File: src/hw/rtl/etfp_pkg.sv
// ----------------------------------------------------------------------------
// etfp_pkg
// Shared types, constants and helper functions for the escape-time fractal
// pixel block: channel words, controller/datapath links and color math.
// ----------------------------------------------------------------------------
package etfp_pkg;

    localparam int FRAC_BITS_DEF = 26;
    localparam int COUNT_BITS    = 12;
    localparam int CFG_DATA_W    = 32;
    localparam int CFG_IDX_W     = 2;

    // Configuration register indexes
    localparam logic [CFG_IDX_W-1:0] CFG_MODE    = 2'd0;
    localparam logic [CFG_IDX_W-1:0] CFG_JULIA_R = 2'd1;
    localparam logic [CFG_IDX_W-1:0] CFG_JULIA_I = 2'd2;
    localparam logic [CFG_IDX_W-1:0] CFG_LIMIT   = 2'd3;

    localparam logic [COUNT_BITS-1:0] LIMIT_RST = COUNT_BITS'(256);

    localparam logic [31:0] RGBA_BLACK   = 32'h0000_00FF;
    localparam logic [7:0]  ALPHA_OPAQUE = 8'hFF;
    localparam logic [7:0]  BYTE_MOD     = 8'd255;

    typedef struct packed {
        logic signed [31:0] point_re;
        logic signed [31:0] point_im;
    } t_in_word;

    typedef struct packed {
        logic [COUNT_BITS-1:0] iterations;
        logic [31:0]           pixel_rgba;
    } t_out_word;

    // Operand selection for the shared multiplier set
    typedef enum logic [1:0] {
        MUL_Z,      // zr*zr, zi*zi, zr*zi
        MUL_BULB,   // x*x,   ci*ci, dx*dx
        MUL_CARD    // q*(q+x)
    } t_mul_sel;

    typedef enum logic [2:0] {
        S_IDLE,
        S_BULB_SQ,
        S_BULB_Q,
        S_BULB_MUL,
        S_BULB_CMP,
        S_ITER_MUL,
        S_ITER_ADD,
        S_DONE
    } t_state;

    typedef struct packed {
        logic     load;
        t_mul_sel mul_sel;
        logic     bulb_step;
        logic     bulb_eval;
        logic     iter_step;
        logic     out_load;
    } t_dp_cmd;

    typedef struct packed {
        logic bulb_hit;
        logic iter_stop;
    } t_dp_sts;

    // Value modulo 255: fold bytes (256 = 1 mod 255), then one correction.
    function automatic logic [7:0] mod255(input logic [23:0] v);
        logic [9:0] s1;
        logic [8:0] s2;
        s1 = 10'(v[7:0]) + 10'(v[15:8]) + 10'(v[23:16]);
        s2 = 9'(s1[7:0]) + 9'(s1[9:8]);
        if (s2 >= 9'(BYTE_MOD)) begin
            s2 = s2 - 9'(BYTE_MOD);
        end
        return s2[7:0];
    endfunction

endpackage

File: src/hw/rtl/etfp_ctrl.sv
// ----------------------------------------------------------------------------
// etfp_ctrl
// Sequencer for one pixel: bulb pre-test in Mandelbrot mode, then the
// multiply/update loop, then hand-off to the output register.
// ----------------------------------------------------------------------------
module etfp_ctrl (
    input  logic              i_clk,
    input  logic              i_rst_n,
    input  logic              i_in_valid,
    output logic              o_in_ready,
    input  logic              i_mode,
    input  logic              i_out_busy,
    input  etfp_pkg::t_dp_sts i_sts,
    output etfp_pkg::t_dp_cmd o_cmd
);
    import etfp_pkg::*;

    t_state r_state;
    t_state n_state;

    always_ff @(posedge i_clk) begin
        if (!i_rst_n) begin
            r_state <= S_IDLE;
        end else begin
            r_state <= n_state;
        end
    end

    always_comb begin
        n_state = r_state;
        case (r_state)
            S_IDLE: begin
                if (i_in_valid) begin
                    n_state = i_mode ? S_ITER_MUL : S_BULB_SQ;
                end
            end
            S_BULB_SQ:  n_state = S_BULB_Q;
            S_BULB_Q:   n_state = S_BULB_MUL;
            S_BULB_MUL: n_state = S_BULB_CMP;
            S_BULB_CMP: n_state = i_sts.bulb_hit ? S_DONE : S_ITER_MUL;
            S_ITER_MUL: n_state = S_ITER_ADD;
            S_ITER_ADD: n_state = i_sts.iter_stop ? S_DONE : S_ITER_MUL;
            S_DONE: begin
                if (!i_out_busy) begin
                    n_state = S_IDLE;
                end
            end
            default:    n_state = S_IDLE;
        endcase
    end

    always_comb begin
        o_in_ready      = 1'b0;
        o_cmd.load      = 1'b0;
        o_cmd.mul_sel   = MUL_Z;
        o_cmd.bulb_step = 1'b0;
        o_cmd.bulb_eval = 1'b0;
        o_cmd.iter_step = 1'b0;
        o_cmd.out_load  = 1'b0;
        case (r_state)
            S_IDLE: begin
                o_in_ready = 1'b1;
                o_cmd.load = i_in_valid;
            end
            S_BULB_SQ:  o_cmd.mul_sel = MUL_BULB;
            S_BULB_Q:   o_cmd.bulb_step = 1'b1;
            S_BULB_MUL: o_cmd.mul_sel = MUL_CARD;
            S_BULB_CMP: o_cmd.bulb_eval = 1'b1;
            S_ITER_MUL: o_cmd.mul_sel = MUL_Z;
            S_ITER_ADD: o_cmd.iter_step = !i_sts.iter_stop;
            S_DONE:     o_cmd.out_load = !i_out_busy;
            default:    o_in_ready = 1'b0;
        endcase
    end

endmodule

File: config.mk
export PLATFORM = sky130hd
export DESIGN_NAME = etfp_ctrl
export DESIGN_NICKNAME = d
export VERILOG_FILES = /design/src/hw/rtl/etfp_pkg.sv /design/src/hw/rtl/etfp_ctrl.sv
export SDC_FILE = /design/constraint.sdc
export NUM_CORES = 1
export LEC_CHECK = 0
export CAP_MARGIN = 40
export CORE_AREA = 8 8 45 47
export DETAILED_ROUTE_END_ITERATION = 8
export DIE_AREA = 0 0 53 55
export DONT_BUFFER_PORTS = 1
export PLACE_DENSITY_LB_ADDON = 0.15
export SLEW_MARGIN = 20
export SYNTH_ARGS = -nofsm -noshare
export SYNTH_HDL_FRONTEND = slang
export SYNTH_SLANG_ARGS = --single-unit
File: constraint.sdc
create_clock -name i_clk -period 1.1 [get_ports i_clk]
set_clock_uncertainty 0.1 [all_clocks]
set_input_delay 0 -clock i_clk [delete_from_list [all_inputs] [get_ports i_clk]]
set_output_delay 0 -clock i_clk [all_outputs]
set_load 0.005 [all_outputs]
# After elaboration in Yosys (flattened, before gate mapping)
# Index checks and enable logic that the tools add are counted.
[word_totals]
input_bits = 7
out_inout_bits = 8
elab_cells = 27
reg_bits = 3
[op_classes]
mux = 13
n_eq_ne = 9
reduce_logical = 4
[op_table]
columns = ["operator", "n"]
rows = [
  ["case mux 3 bit (8 select lines)", 1],
  ["equality test 3 bit, second input constant", 4],
  ["two-way mux 3 bit", 3],
  ["equality test 3 x 2 -> 1 bit, second input constant", 2],
  ["two-way mux 1 bit", 6],
  ["two-way mux 2 bit", 2],
  ["inequality test 2 bit, second input constant", 2],
  ["case mux 2 bit (2 select lines)", 1],
  ["equality test 3 x 1 -> 1 bit, second input constant", 1],
  ["logical NOT 3 bit", 1],
  ["logical NOT 1 bit", 2],
  ["AND reduction 2 bit", 1],
]

# Logic depth before layout (Yosys ltp)
# Gate-level depths: netlist of the first run.
[logic_depth]
ltp_word = 3
ltp_mapped = 4
depth_no_buf = 3

# Least setup slack after synthesis of the first run
# No wires, ideal clock.
[synth_path]
path_type = "register -> register"
from = "register r_state[0]"
to = "register r_state[2]"
required_time_ns = 0.878
setup_slack_ns = 0.041
t_arrival_ns = 0.837
stages_incl_launch_ff = 5
period_less_slack_ns = 1.059
cell_sequence = "dfxtp_1 buf_6 and3b_1 o31ai_2 nor3_2"
[synth_between]
elab_chain_len = 3
word_cells_on_any_way = 12
cone_classes = "9 x eq/ne; 1 x mux; 2 x reduce/logical"
[synth_rtl]
columns = ["item", "line", "rtl"]
rows = [
  ["from (decl)", "etfp_ctrl.sv:18", "t_state r_state;"],
  ["from (signal assigned)", "etfp_ctrl.sv:25", "r_state <= n_state;"],
  ["equality test 3 bit / logical NOT 3 bit (equally long branches)", "etfp_ctrl.sv:31", "case (r_state)"],
  ["inequality test 2 bit (no line)", "-", ""],
  ["AND reduction 2 bit (no line)", "-", ""],
]
# Parallel ways exist; a longest one is shown, timed or not.
# A chain may end at the register's enable or synchronous reset.

==> impl_metrics.yaml, run 1 <==
finish:
  design_area_um2: 467
  multi_input_area_um2: 218
  largestRegisters: "r_state: 3 flops"
  n_fill_cell: 143
  largest_reg_flops: 3
  diodes: 0
  areaGrowthSynthToFinish_pct: 93.3
  regMostFlops: "r_state"
  drive_above_1_share_pct: 63.6
  nNetsFinal: 52
  regArea_um2: 71.3
  final_cells: 60
floorplanning:
  start_util_pct: 17.5
  die_area_um2: 2920
  core_um2: 1380
  row_count: 14
  fp.dieW_um: 53
  die_h_um: 55
  ios: 15
sta:
  fin_ws_ns: -0.0322
  fin_crit_sh_pct: 103
  maxSlewViolCount: 0
  setup_tns_ns: -0.0642
  setup_viol: 3
  fmax_ghz: 0.883
  hold_viol_final: 0
  grt_setup_unrepaired: "yes"
  max_slew_margin_pct: 84.6
  worst_slew_pin_slew_ns: 0.230
  period_minus_slack_ns: 1.13
power_and_ir_drop:
  p_clk_share_pct: 25.8
  power.density_nw_per_um2: 1570
  comb_power_share_pct: 48.7
  seq_power_share_pct: 25.5
  p_sw_w: 0.000248
  peakVddDrop_v: 0.000557
  switching_share_pct: 33.9
  p_int_w: 0.000484
  fin_total_pwr_w: 0.000732
  leakage_nw: 0.192
clock_network:
  clk_pin_slew_worst_paths_ns: 0.04
  insertion_delay_ns: 0.23
  cts_made_buffers: 3
  clockRootBuffer: "clkbuf_4"
  cts_tree: "yes"
  h-tree-depth: 1
  clkSinkCount: 3
  clk_path_buf_depth: 2
outcome:
  status: "finished with violations"
  violations: "setup timing"
logic_synthesis:
  avgSynthCellArea_um2: 8.33
  synthFlopType: "dfxtp_1"
  ys_seq_elements: 3
  syn_inst: 29
  yosysTopAreaCell: "dfxtp_1"
  yosysSeqAreaShare_pct: 24.9
  synth.distinct_cells: 21
  synthTopCellsByCount: "dfxtp_1 (3), nor2_1 (3)"
  synth_edf_count: 0
  yosysTopAreaCellShare_pct: 24.9
  synth_area_leaders: "dfxtp_1 (25%), buf_4 (6.2%), nor3b_1 (6.2%)"
  netlist_area_um2: 241
  syn_nets: 36
  yosys_warnings: 0
  ys_async_sr_fraction_pct: 0
route:
  drtAntennaViolNets: 0
  first_pass_iters: 2
  post_drt_via_cell_ratio: 4.63
  via_count: 278
  drt_iter0_markers: 1
  drc: 0
  drt_wl_total_um: 841
  wl_per_cell_um: 14.0
placed_design:
  place_area_um2: 303
  port_buffers: 0
  dp_worst_setup_slack_ns: -0.0352
  dp_cells: 51
  place_congestion: 0.706
min_path:
  holdCritPathClass: "in2out"
global_routing:
  grt_pass1_vias: 299
  antenna_found_initial: 0
  grt_overflow_total: 0
  grt_max_degree: 8
  grt_usage_pct: 6.01
  grt_pass1_wl_um: 1250
critical_path:
  setup.worst_path.end_class: "output pin"
  critPathKind: "reg2out"
  cp.arrival_ns: 1.03
  worstPathRequired_ns: 1.00
  crit_fanout: 6
  worst_setup_path_start_kind: "flop"
job:
  drv_cap: 0
==> path summary, 6_finish.rpt <==
| path | start | endpoint | slack [ns] | depth (start not counted) |
|---|---|---|---|---|
| setup / recovery | r_state[2] | o_cmd[0] | -0.03 | 3 |
| setup reg to reg | r_state[0] | r_state[1] | -0.02 | 4 |
| hold / removal | i_in_valid | o_cmd[6] | 0.02 | 1 |
| hold reg to reg | r_state[1] | r_state[1] | 0.58 | 2 |
==> cells in the final DEF (no fill, tap or decap) <==
cell type / count
buf_4: 8
clkbuf_4: 3
dlygate4sd3_1: 3
dfxtp_4: 3
nor3b_2: 2
nor2_1: 2
and2_1: 2
buf_6: 2
nand2_2: 1
nand2b_4: 1
nor2_2: 1
nor2b_1: 1
nor2b_2: 1
nor3b_4: 1
nor3_2: 1
nor4b_4: 1
and3b_1: 1
o31ai_4: 1
nor3_4: 1
a21boi_1: 1
inv_1: 1
o22ai_1: 1
a21oi_1: 1
nand3_1: 1
o221ai_1: 1
clkbuf_1: 1
buf_8: 1
==> kinds of logic after synthesis <==
family | Yosys count | synth area share (%)
simple gates | 17 | 46.1
compound gates | 5 | 16.6
flops | 3 | 24.9
buf+inv | 4 | 12.4
==> metrics by stage <==
stage,hold WS (ns),utilization (%)
floorplan,-0.0688,-
global placement,0.0269,21.9
detailed placement,0.0251,21.9
CTS,0.00693,30.8
global route,0.0170,33.7
finish,0.0151,33.7
==> area by class of cell <==
cell class / instances / share of cell area (%)
Multi-Input combinational cell: 22 / 46.6
Sequential cell: 3 / 15.3
Clock buffer: 4 / 5.63
Inverter: 1 / 0.804
Timing Repair Buffer: 14 / 27.3
Tap cell: 16 / 4.29
==> power groups by stage <==
stage	combinational (W)	sequential, W	clock [W]
after floorplan	0.000178	0.000143	0
after global placement	0.000232	0.000166	0
after detailed placement	0.000233	0.000165	0
after CTS	0.000309	0.000177	0.000197
after global routing	0.000384	0.000190	0.000210
final	0.000356	0.000187	0.000189
==> critical path: stages (launching register included) <==
cell,delay (ns)
dfxtp_4,0.37
buf_6,0.11
nor3b_4,0.19
buf_4,0.14
==> repair_timing <==
item | CTS | global route
resized for setup | 14 | 8
endpoints found under the hold margin | 3 | 0
hold buffers | 3 | 0
setup buffers | 2 | 0
pin swaps | 1 | 2
endpoints found under the setup margin | 10 | 7
==> metal layers <==
layer / track usage (%) / share of wire (%)
met3: 3.48 / 6.8
met4: 3.88 / 2.5
met1: 5.46 / 41
met5: 0 / 0
met2: 10.2 / 50
No activity file was read; power rests on OpenSTA's default activity.
==> inputs of run 2 (changes only) <==
--- a/config.mk
+++ b/config.mk
@@ -5,8 +5,10 @@
 export SDC_FILE = /design/constraint.sdc
 export NUM_CORES = 1
 export LEC_CHECK = 0
+export ABC_AREA = 1
 export CAP_MARGIN = 40
 export CORE_AREA = 8 8 45 47
+export CTS_CLUSTER_SIZE = 28
 export DETAILED_ROUTE_END_ITERATION = 8
 export DIE_AREA = 0 0 53 55
 export DONT_BUFFER_PORTS = 1
==> run 2 against run 1 <==
The run ends with hold timing, setup timing left. Die area is the same. Utilization grew 10 points. Final area grew 30%. Clock power grew 4%. Cell count grew 35%. Sequential cell count is the same. Setup slack lost 0.056 ns. Sequential share of layout area shrank 3.5 points.
==> impl_metrics.yaml, run 2 <==
critical_path:
  setup.worst_path.end_class: "output pin"
  worst_setup_path_start_kind: "flop"
  crit_fanout: 4
  r2r_end: "r_state[2]"
  cp.arrival_ns: 1.09
  worstPathRequired_ns: 1.00
  r2r_slack_ns: -0.07
  crit_end: "o_cmd[1]"
  r2r_cells: 6
  r2r_start: "r_state[1]"
  critPathKind: "reg2out"
  startpoint: "r_state[0]"
floorplanning:
  core_um2: 1380
  die_h_um: 55
  die_area_um2: 2920
  row_count: 14
  ios: 15
  fp.dieW_um: 53
  start_util_pct: 19.1
logic_synthesis:
  ys_async_sr_fraction_pct: 0
  synth_edf_count: 0
  synth_top_family_by_area: "simple AND/OR/NAND/NOR gates"
  synthFlopType: "dfxtp_1"
  synthXorXnorAreaFrac_pct: 0
  synth.distinct_cells: 14
  avgSynthCellArea_um2: 6.60
  synthTopCellsByCount: "inv_1 (9), nand3_1 (7), nand2_1 (5)"
  synth-compound-area-share_pct: 8.53
  synthMuxAreaShare_pct: 0
  synthSimpleGateAreaFrac_pct: 44.5
  yosys_warnings: 0
  ys_seq_elements: 3
  syn_inst: 40
  yosysTopAreaCellShare_pct: 22.7
  synth_fa_ha_area_share_pct: 0
  synth_area_leaders: "dfxtp_1 (23%), nand3_1 (13%), inv_1 (13%)"
  yosysTopAreaCell: "dfxtp_1"
  syn_nets: 47
  synth.most_common_cell: "inv_1"
  yosysSeqAreaShare_pct: 22.7
  netlist_area_um2: 264
sta:
  whs_ns: -0.00665
  fin_ws_ns: -0.0881
  fin_crit_sh_pct: 108
  max_slew_margin_pct: 87.6
  fmax_ghz: 0.842
  worst_slew_pin_slew_ns: 0.184
  hold_viol_final: 1
  period_minus_slack_ns: 1.19
  setup_viol: 6
  maxSlewViolCount: 0
  setup_tns_ns: -0.376
  grt_setup_unrepaired: "yes"
job:
  drv_cap: 0
finish:
  largestRegisters: "r_state: 3 flops"
  diodes: 0
  regMostFlops: "r_state"
  layout_common_cells: "buf_4 (11), dlygate4sd3_1 (6), inv_1 (5), nand3_1 (5)"
  nNetsFinal: 73
  mostFrequentLayoutCell: "buf_4"
  largest_reg_flops: 3
  areaGrowthSynthToFinish_pct: 130
  final_cells: 81
  drive_above_1_share_pct: 63.1
clock_network:
  clk_pin_slew_worst_paths_ns: 0.04
  clockRootBuffer: "clkbuf_4"
  insertion_delay_ns: 0.24
  clkSinkCount: 3
  cts_tree: "yes"
  clk_path_buf_depth: 2
  h-tree-depth: 1
  cts_made_buffers: 3
route:
  post_drt_via_cell_ratio: 4.43
  first_pass_iters: 2
  drtAntennaViolNets: 0
  drt_iter0_markers: 5
  via_count: 359
  wl_per_cell_um: 12.0
  drt_wl_total_um: 973
  drc: 0
power_and_ir_drop:
  peakVddDrop_v: 0.000507
  leakage_nw: 0.289
  power.density_nw_per_um2: 1540
global_routing:
  grt_pass1_vias: 414
  grt_max_degree: 9
  grt_usage_pct: 7.75
  grt_overflow_total: 0
  grt_pass1_wl_um: 1680
  antenna_found_initial: 0
placed_design:
  dp_hpwl_um: 691
  dp_cells: 66
  port_buffers: 0
  place_congestion: 0.755
outcome:
  status: "finished with violations"
  violations: "hold timing, setup timing"
min_path:
  holdCritPathClass: "in2reg"
## run 2: cell types whose count changed after synthesis, sizes merged, moves of 2 or more
cell / change
nand3: +6
inv: +10
nand4: +3
nor2b: -2
nor3b: -3
nand2: +4
and2: -2
nor4: +2
## run 2: routing by layer
metal	vias to the layer above	share of wire (%)	routed length, um	GRT usage, %
li1	181	-	-	-
met1	172	36	346	6.82
met2	6	58	566	14.3
met3	0	6.2	60	2.41
met4	0	0	0	6.47
met5	-	0	0	0
## run 2: cells by family after synthesis
| family | Yosys count |
|---|---|
| DFF | 3 |
| AOI/OAI and AO/OA | 3 |
| and+or+nand+nor | 21 |
| buffers and inverters | 13 |
## run 2: cell type report
cell class / instances / area, um^2
timing repair buffer: 23 / 223
inverter: 11 / 48.8
clock buffer: 4 / 26.3
sequential: 3 / 71.3
fill: 147 / 777
multi-input combinational: 24 / 218
tap: 16 / 20.0
## run 2: report_power, final
group | total (W) | switching (W) | internal (W)
Clock | 0.000196 | 0.0000601 | 0.000136
Combinational | 0.000555 | 0.000265 | 0.000289
Sequential | 0.000183 | 0.0000411 | 0.000142
## run 2: worst min path at each step
stage                from  cells past startpoint         end  slack, ns
2_1_floorplan    i_sts[0]                      1    o_cmd[1]      -0.06
3_3_place_gp   i_in_valid                      2    o_cmd[6]      0.006
3_5_place_dp      i_rst_n                      2  r_state[1]      0.007
4_1_cts        i_out_busy                      2  r_state[0]      -0.09
5_1_grt        i_in_valid                      2    o_cmd[6]       0.03
6_report       i_in_valid                      4  r_state[0]     -0.007
## run 2: metrics by stage
stage	cell area [um^2]	utilization [%]	power [W]	worst slack (ns)
floorplan	264	-	0.000377	0.0976
global placement	364	26.3	0.000504	-0.0312
detailed placement	364	26.3	0.000510	-0.0398
CTS	514	37.2	0.000825	-0.0993
global route	607	43.9	0.00103	-0.163
finish	607	43.9	0.000935	-0.0881
## run 2: repair_timing
action                                  4_1_cts  5_1_grt
hold endpoints to repair                      3        1
pin swaps                                     2        3
endpoints found under the setup margin       10       10
gates resized for setup                      20       14
setup buffers                                 2        3
hold buffers                                  5        1
## run 2: critical path, stage by stage (launching register included)
cell and delay, ns:
dfxtp_4 0.35, buf_6 0.12, nor4_4 0.23, buf_4 0.15
